$ cat src/signed_int_to_decimal_ascii_core_defines.svh
// ----------------------------------------------------------------------------
// Signed integer to decimal ASCII - assertion macros
// Shared concurrent-check shorthands, clocked on clk, disabled during reset.
// ----------------------------------------------------------------------------
`ifndef SIGNED_INT_TO_DECIMAL_ASCII_CORE_DEFINES_SVH
`define SIGNED_INT_TO_DECIMAL_ASCII_CORE_DEFINES_SVH

// Same-cycle implication
`define SITDA_ASSERT_NOW(lbl, ante, cons, msg) \
  lbl: assert property (@(posedge clk) disable iff (!rst_n) (ante) |-> (cons)) \
    else $error(msg);

// Next-cycle implication
`define SITDA_ASSERT_NEXT(lbl, ante, cons, msg) \
  lbl: assert property (@(posedge clk) disable iff (!rst_n) (ante) |=> (cons)) \
    else $error(msg);

`endif

$ cat src/sitda_pkg.sv
// ----------------------------------------------------------------------------
// sitda_pkg
// Shared constants, types and helpers of the signed integer to ASCII core.
// ----------------------------------------------------------------------------
`default_nettype none

package sitda_pkg;

  // Default operand width
  localparam int VALUE_WIDTH_DEF = 32;

  // Character field
  localparam int            CHAR_W      = 6;
  localparam logic [CHAR_W-1:0] ASCII_ZERO  = 6'd48;
  localparam logic [CHAR_W-1:0] ASCII_MINUS = 6'd45;

  // Decimal digits of 2**w - 1: floor(w * log10(2)) + 1, log10(2) ~ 1233/4096
  function automatic int num_digits(input int w);
    num_digits = ((w * 1233) >> 12) + 1;
  endfunction

  // Controller to datapath commands
  typedef struct packed {
    logic load;       // capture operand, clear BCD
    logic step;       // one add-3 / shift step
    logic rot;        // advance to next digit
    logic put_sign;   // drive '-' beat
    logic put_digit;  // drive top digit beat
    logic last;       // last flag for the digit beat
  } cmd_t;

  // Datapath to controller status
  typedef struct packed {
    logic neg;        // operand was negative
    logic top_zero;   // current top digit is zero
  } sts_t;

endpackage

`default_nettype wire

$ cat src/signed_int_to_decimal_ascii_core.sv
// Sequence: VALUE_WIDTH add-3/shift steps, a sign beat if the value is negative, then
//   NumDigits digit steps (10 at width 32); beats are registered.
// busy is high through the whole conversion and start is taken only in idle, so a new
//   value is accepted only after the previous value's last digit beat has been issued.
// Reset: synchronous active-low rst_n returns to idle and drops out_strobe.
// The receiver cannot stall; each beat is valid for exactly one cycle.
// ----------------------------------------------------------------------------
// signed_int_to_decimal_ascii_core
// Converts a signed integer to its decimal ASCII text, one character a beat.
// ----------------------------------------------------------------------------
`default_nettype none

module signed_int_to_decimal_ascii_core #(
  parameter int VALUE_WIDTH = sitda_pkg::VALUE_WIDTH_DEF
) (
  input  wire                                clk,
  input  wire                                rst_n,
  input  wire                                start,
  output logic                               busy,
  input  wire logic signed [VALUE_WIDTH-1:0] in_value,
  output logic                               out_strobe,
  output logic [sitda_pkg::CHAR_W-1:0]       out_character,
  output logic                               out_last
);

  sitda_pkg::cmd_t cmd;
  sitda_pkg::sts_t sts;

  sitda_ctrl #(
    .VALUE_WIDTH (VALUE_WIDTH)
  ) u_ctrl (
    .clk   (clk),
    .rst_n (rst_n),
    .start (start),
    .busy  (busy),
    .sts   (sts),
    .cmd   (cmd)
  );

  sitda_dpath #(
    .VALUE_WIDTH (VALUE_WIDTH)
  ) u_dpath (
    .clk           (clk),
    .rst_n         (rst_n),
    .in_value      (in_value),
    .cmd           (cmd),
    .sts           (sts),
    .out_strobe    (out_strobe),
    .out_character (out_character),
    .out_last      (out_last)
  );

endmodule

`default_nettype wire

$ cat src/sitda_dpath.sv
// ----------------------------------------------------------------------------
// sitda_dpath
// Magnitude shift register, BCD digit register and registered output beat.
// ----------------------------------------------------------------------------
`default_nettype none

module sitda_dpath #(
  parameter int VALUE_WIDTH = sitda_pkg::VALUE_WIDTH_DEF
) (
  input  wire                              clk,
  input  wire                              rst_n,
  input  wire logic signed [VALUE_WIDTH-1:0] in_value,
  input  wire sitda_pkg::cmd_t             cmd,
  output sitda_pkg::sts_t                  sts,
  output logic                             out_strobe,
  output logic [sitda_pkg::CHAR_W-1:0]     out_character,
  output logic                             out_last
);

  localparam int NumDigits = sitda_pkg::num_digits(VALUE_WIDTH);
  localparam int BcdW      = NumDigits * 4;

  logic [VALUE_WIDTH-1:0]        mag_r, mag_nxt;
  logic [BcdW-1:0]               bcd_r, bcd_nxt;
  logic                          neg_r, neg_nxt;
  logic [BcdW-1:0]               bcd_adj;
  logic [VALUE_WIDTH-1:0]        in_raw;
  logic [3:0]                    top_digit;
  logic                          strobe_r, strobe_nxt;
  logic [sitda_pkg::CHAR_W-1:0]  char_r, char_nxt;
  logic                          last_r, last_nxt;

  assign in_raw    = in_value;
  assign top_digit = bcd_r[BcdW-1 -: 4];

  // Add 3 to every digit of 5 or more before the shift
  always_comb begin
    for (int i = 0; i < NumDigits; i++) begin
      bcd_adj[i*4 +: 4] = (bcd_r[i*4 +: 4] >= 4'd5) ? bcd_r[i*4 +: 4] + 4'd3
                                                     : bcd_r[i*4 +: 4];
    end
  end

  // Operand and digit registers
  always_comb begin
    mag_nxt = mag_r;
    bcd_nxt = bcd_r;
    neg_nxt = neg_r;
    if (cmd.load) begin
      neg_nxt = in_raw[VALUE_WIDTH-1];
      mag_nxt = in_raw[VALUE_WIDTH-1] ? (~in_raw + 1'b1) : in_raw;
      bcd_nxt = '0;
    end else if (cmd.step) begin
      bcd_nxt = {bcd_adj[BcdW-2:0], mag_r[VALUE_WIDTH-1]};
      mag_nxt = {mag_r[VALUE_WIDTH-2:0], 1'b0};
    end else if (cmd.rot) begin
      bcd_nxt = {bcd_r[BcdW-5:0], 4'b0000};
    end
  end

  // Output beat
  always_comb begin
    strobe_nxt = cmd.put_sign | cmd.put_digit;
    char_nxt   = char_r;
    last_nxt   = last_r;
    if (cmd.put_sign) begin
      char_nxt = sitda_pkg::ASCII_MINUS;
      last_nxt = 1'b0;
    end else if (cmd.put_digit) begin
      char_nxt = sitda_pkg::ASCII_ZERO + {2'b00, top_digit};
      last_nxt = cmd.last;
    end
  end

  always_ff @(posedge clk) begin
    mag_r  <= mag_nxt;
    bcd_r  <= bcd_nxt;
    neg_r  <= neg_nxt;
    char_r <= char_nxt;
    last_r <= last_nxt;
    if (!rst_n) begin
      strobe_r <= 1'b0;
    end else begin
      strobe_r <= strobe_nxt;
    end
  end

  assign sts.neg      = neg_r;
  assign sts.top_zero = (top_digit == 4'd0);

  assign out_strobe    = strobe_r;
  assign out_character = char_r;
  assign out_last      = last_r;

endmodule

`default_nettype wire

$ cat src/sitda_ctrl.sv
// ----------------------------------------------------------------------------
// sitda_ctrl
// Sequencer: conversion step count, sign beat, digit walk with zero skip.
// ----------------------------------------------------------------------------
`default_nettype none

`include "signed_int_to_decimal_ascii_core_defines.svh"

module sitda_ctrl #(
  parameter int VALUE_WIDTH = sitda_pkg::VALUE_WIDTH_DEF
) (
  input  wire                   clk,
  input  wire                   rst_n,
  input  wire                   start,
  output logic                  busy,
  input  wire sitda_pkg::sts_t  sts,
  output sitda_pkg::cmd_t       cmd
);

  localparam int NumDigits = sitda_pkg::num_digits(VALUE_WIDTH);
  localparam int CntW      = $clog2(VALUE_WIDTH);
  localparam int DcntW     = $clog2(NumDigits);

  localparam logic [1:0] ST_IDLE = 2'd0;
  localparam logic [1:0] ST_CONV = 2'd1;
  localparam logic [1:0] ST_SIGN = 2'd2;
  localparam logic [1:0] ST_EMIT = 2'd3;

  logic [1:0]       state_r, state_nxt;
  logic [CntW-1:0]  cnt_r, cnt_nxt;
  logic [DcntW-1:0] dcnt_r, dcnt_nxt;
  logic             seen_r, seen_nxt;

  // Next state and commands
  always_comb begin
    state_nxt = state_r;
    cnt_nxt   = cnt_r;
    dcnt_nxt  = dcnt_r;
    seen_nxt  = seen_r;
    cmd       = '0;
    unique case (state_r)
      ST_IDLE: begin
        if (start) begin
          cmd.load  = 1'b1;
          cnt_nxt   = CntW'(VALUE_WIDTH - 1);
          state_nxt = ST_CONV;
        end
      end
      ST_CONV: begin
        cmd.step = 1'b1;
        cnt_nxt  = cnt_r - 1'b1;
        if (cnt_r == '0) begin
          dcnt_nxt  = DcntW'(NumDigits - 1);
          seen_nxt  = 1'b0;
          state_nxt = sts.neg ? ST_SIGN : ST_EMIT;
        end
      end
      ST_SIGN: begin
        cmd.put_sign = 1'b1;
        state_nxt    = ST_EMIT;
      end
      ST_EMIT: begin
        // leading zeros are dropped, the units digit always goes out
        cmd.rot  = 1'b1;
        dcnt_nxt = dcnt_r - 1'b1;
        if (!sts.top_zero || seen_r || (dcnt_r == '0)) begin
          cmd.put_digit = 1'b1;
          cmd.last      = (dcnt_r == '0);
          seen_nxt      = 1'b1;
        end
        if (dcnt_r == '0) begin
          state_nxt = ST_IDLE;
        end
      end
      default: begin
        state_nxt = ST_IDLE;
      end
    endcase
  end

  always_ff @(posedge clk) begin
    if (!rst_n) begin
      state_r <= ST_IDLE;
      cnt_r   <= '0;
      dcnt_r  <= '0;
      seen_r  <= 1'b0;
    end else begin
      state_r <= state_nxt;
      cnt_r   <= cnt_nxt;
      dcnt_r  <= dcnt_nxt;
      seen_r  <= seen_nxt;
    end
  end

  assign busy = (state_r != ST_IDLE);

  // Checks
  `SITDA_ASSERT_NEXT(a_start_conv, (state_r == ST_IDLE) && start, state_r == ST_CONV, "accepted beat did not start conversion")
  `SITDA_ASSERT_NEXT(a_last_idle, cmd.put_digit && cmd.last, state_r == ST_IDLE, "controller not idle after last beat")
  `SITDA_ASSERT_NOW(a_sign_neg, cmd.put_sign, sts.neg, "sign beat for non-negative operand")
  `SITDA_ASSERT_NOW(a_one_beat, cmd.put_sign, !cmd.put_digit && !cmd.rot, "sign and digit beat together")

endmodule

`default_nettype wire

$ cat config.mk
export PLATFORM = sky130hd
export DESIGN_NAME = signed_int_to_decimal_ascii_core
export DESIGN_NICKNAME = d
export VERILOG_FILES = /design/src/sitda_pkg.sv /design/src/signed_int_to_decimal_ascii_core.sv /design/src/sitda_dpath.sv /design/src/sitda_ctrl.sv
export VERILOG_INCLUDE_DIRS = /design/src /design/src/src
export SDC_FILE = /design/constraint.sdc
export NUM_CORES = 1
export LEC_CHECK = 0
export BUFFER_PORTS_ARGS = -buffer_cell sky130_fd_sc_hd__buf_2
export CAP_MARGIN = 20
export CORE_AREA = 2 2 114 116
export CTS_BUF_LIST = sky130_fd_sc_hd__clkbuf_8
export DETAILED_ROUTE_END_ITERATION = 8
export DIE_AREA = 0 0 116 118
export PLACE_DENSITY = 0.62
export SYNTH_ARGS = -nofsm -noshare
export SYNTH_HDL_FRONTEND = slang
export SYNTH_HIERARCHICAL = 1
export SYNTH_SLANG_ARGS = --single-unit
$ cat constraint.sdc
create_clock -name clk -period 1.97 [get_ports clk]
set_input_delay 0.2955 -clock clk [delete_from_list [all_inputs] [get_ports clk]]
set_output_delay 0.2955 -clock clk [all_outputs]
set_load 0.02 [all_outputs]
==> impl_metrics.json <==
{
  "reg2reg_slack_ps": 150,
  "swShare_pct": 39.9,
  "rows": 41,
  "clockRootBuffer": "clkbuf_8",
  "place_congestion": 0.808,
  "yosys-top-cells-area": "dfxtp_1, edfxtp_1, a211oi_1",
  "initial_core_util_pct": 44.6,
  "die_x_um": 116,
  "p_int_mw": 5.40,
  "fin_util_pct": 51.3,
  "antenna_found_initial": 0,
  "hold_class": "in -> reg",
  "wl_per_cell_um": 13.8,
  "whs_ps": 265,
  "drtPass1Iterations": 4,
  "synth_area_mm2": 0.00554,
  "clk_path_buf_depth": 2,
  "yosys_warnings": 6,
  "path_class": "in -> reg",
  "grt_setup_unrepaired": "no",
  "startpoint_type": "primary input",
  "maxSlewHeadroom_pct": 49.2,
  "seq_power_share_pct": 39.1,
  "dpl.hpwl_um": 7790,
  "path_clk_slew_ps": 90,
  "pin_count": 44,
  "post-cts-setup-buffers": 0,
  "synth_edf_count": 33,
  "fin_crit_ps": 1900,
  "num_antenna_cells": 0,
  "fillCellCount": 1172,
  "track_usage_pct": 17.5,
  "syn_avg_cell_area_um2": 8.95,
  "yosys-top-cells-count": "a21oi_1, nor2_1, dfxtp_1",
  "die_area_mm2": 0.0137,
  "cp.arrival_ps": 2010,
  "synth.top_cell.area_share_pct": 21.3,
  "nNetsFinal": 731,
  "finalHoldViolations": 0,
  "die_h_um": 118,
  "drc_errors": 0,
  "seq_area_frac_synth_pct": 39.2,
  "drt_iter0_drc": 231,
  "portBuffers": 42,
  "worstSkewPairLatency_ps": 360,
  "p_switching_mw": 3.58,
  "core_area_mm2": 0.0124,
  "synthFlopType": "dfxtp_1",
  "worst_r2r_path_depth": 4,
  "whs_endpoint": "u_dpath/mag_r[0]",
  "grt_pass1_wl_um": 20000,
  "slew_viol_final": 0,
  "cts_tree": "yes",
  "numClockSinks": 92,
  "maxCapViolCount": 0,
  "fin_skew_ps": 7.52,
  "total_power_mw": 8.97,
  "r2r-end": "u_dpath/bcd_r[27]",
  "drive_gt1_share_pct": 16.9,
  "ant_nets": 0,
  "grt_max_degree": 66,
  "powerDensity_mw_per_mm2": 1410,
  "viasPerCell": 5.48,
  "via_count": 4627,
  "seqCellArea_mm2": 0.00217,
  "cp.required_ps": 2080,
  "area_growth_syn_to_layout_pct": 15.0,
  "pwr-share-clk_pct": 15.3,
  "synth_nets": 681,
  "period_share_pct": 96.6,
  "hold_start": "in_value[0]",
  "multi_input_area_mm2": 0.00310,
  "cts-buffers-inserted": 9,
  "p_leak_nw": 2.43,
  "whs_path_depth": 2,
  "grt_pass1_vias": 4478,
  "worstMarginPinSlew_ps": 760,
  "combPwrFrac_pct": 45.6,
  "postSynthCellCount": 619,
  "ys_async_sr_fraction_pct": 0,
  "final-setup-viol-count": 0,
  "ctsHtreeMaxLevel": 3,
  "end_kind": "register",
  "yosys_register_bits": 92,
  "ir_drop_mv": 0.440,
  "timing.fmax_mhz": 526,
  "globalRouteOverflowTotal": 0,
  "status": "completed",
  "reg2reg_from": "u_ctrl/state_r[1]",
  "crit_path_max_fanout": 10,
  "yosysMostFrequentCell": "a21oi_1",
  "synth_cell_type_count": 57,
  "totalWireLength_um": 11700,
  "yosys.area.top_type": "dfxtp_1"
}
## worst max path at each step
stage                            start                end  slack (ps)  cells after the start
after floorplan           in_value[14]  u_dpath/mag_r[29]        -150                      7
after global placement    in_value[14]  u_dpath/mag_r[19]        -400                      7
after detailed placement  in_value[14]  u_dpath/mag_r[28]        -440                      6
after CTS                  in_value[0]  u_dpath/mag_r[28]          60                      9
after global routing      in_value[14]  u_dpath/mag_r[19]           1                      7
final                     in_value[14]  u_dpath/mag_r[27]          70                      6
## registers in the layout, summed over array words and instances, names as in the netlist
signal and count:
u_ctrl/cnt_r 5, u_ctrl/dcnt_r 4, u_ctrl/seen_r 1, u_ctrl/state_r 2, u_dpath/bcd_r 40, u_dpath/mag_r 32, u_dpath/neg_r 1, u_dpath/out_character 5
u_dpath/out_last 1, u_dpath/out_strobe 1
## metrics by stage
step,setup slack (ps),cell area (µm²),TNS (ps),std cells
floorplan,-147,5540,-1300,619
global placement,-397,6140,-4800,830
detailed placement,-442,6140,-5730,830
CTS,56.6,6350,0,845
global route,1.45,6370,0,845
finish,67.2,6370,0,845
## cell type report
class	count	share of cell area (%)
timing repair buffer	79	8.64
clock buffer	10	2.16
tap	172	3.38
inverter	33	1.94
sequential	92	34.1
multi-input combinational	454	48.6
clock inverter	5	1.12
## metal layers
metal / GRT usage, % / up-vias / routed length, µm
li1: - / 2358 / -
met1: 23.3 / 2175 / 5660
met2: 28.4 / 87 / 5460
met3: 4.12 / 7 / 450
met4: 4.24 / 0 / 90
met5: 0 / - / 0
## logic make-up after synthesis
| group | count (synthesis) | synth area share, % |
|---|---|---|
| compound gates | 206 | 24.9 |
| simple gates | 176 | 17.2 |
| flops | 92 | 39.2 |
| buf+inv | 73 | 5.42 |
| xor+xnor | 39 | 6.17 |
| fa+ha+maj | 27 | 6.10 |
| mux | 5 | 0.903 |
| other cells | 1 | 0.0677 |
## cells in the final DEF, fill, tap and decap left out, types with 3 or more instances in the layout
master	n
inv_1	35
xor2_1	28
buf_12	5
nor3b_1	22
buf_4	32
nor3_1	7
o41ai_1	6
edfxtp_1	33
nand3_1	5
nor2_1	71
dfxtp_1	59
nor4_1	5
xnor2_1	11
nand2_1	14
a21oi_1	76
buf_2	42
a211o_1	3
o21ai_0	30
nand3b_1	3
a32oi_1	9
nand2b_1	13
ha_1	25
o41ai_2	4
o31ai_1	9
nor2b_1	14
mux2i_1	5
a211oi_1	54
nand4b_1	3
clkbuf_8	10
## power by group through the flow
stage	Clock, mW	Sequential (mW)	Combinational (mW)
after floorplan	0	3.44	3.14
after global placement	0	3.52	3.93
after detailed placement	0	3.54	4.06
after CTS	1.42	3.50	4.08
after global routing	1.48	3.63	4.63
final	1.38	3.51	4.09
## worst max-delay path, stage by stage
cell	delay (ps)
buf_2	100
or4_1	540
or2_4	330
o41ai_1	470
xor2_1	190
a21oi_1	80
## what timing repair did
item / CTS / global route
setup endpoints to repair: 5 / 13
hold buffers: 0 / 0
resized for setup: 1 / 4
cloned: 0 / 0
Note: power is estimated with default switching activity, not from simulation.
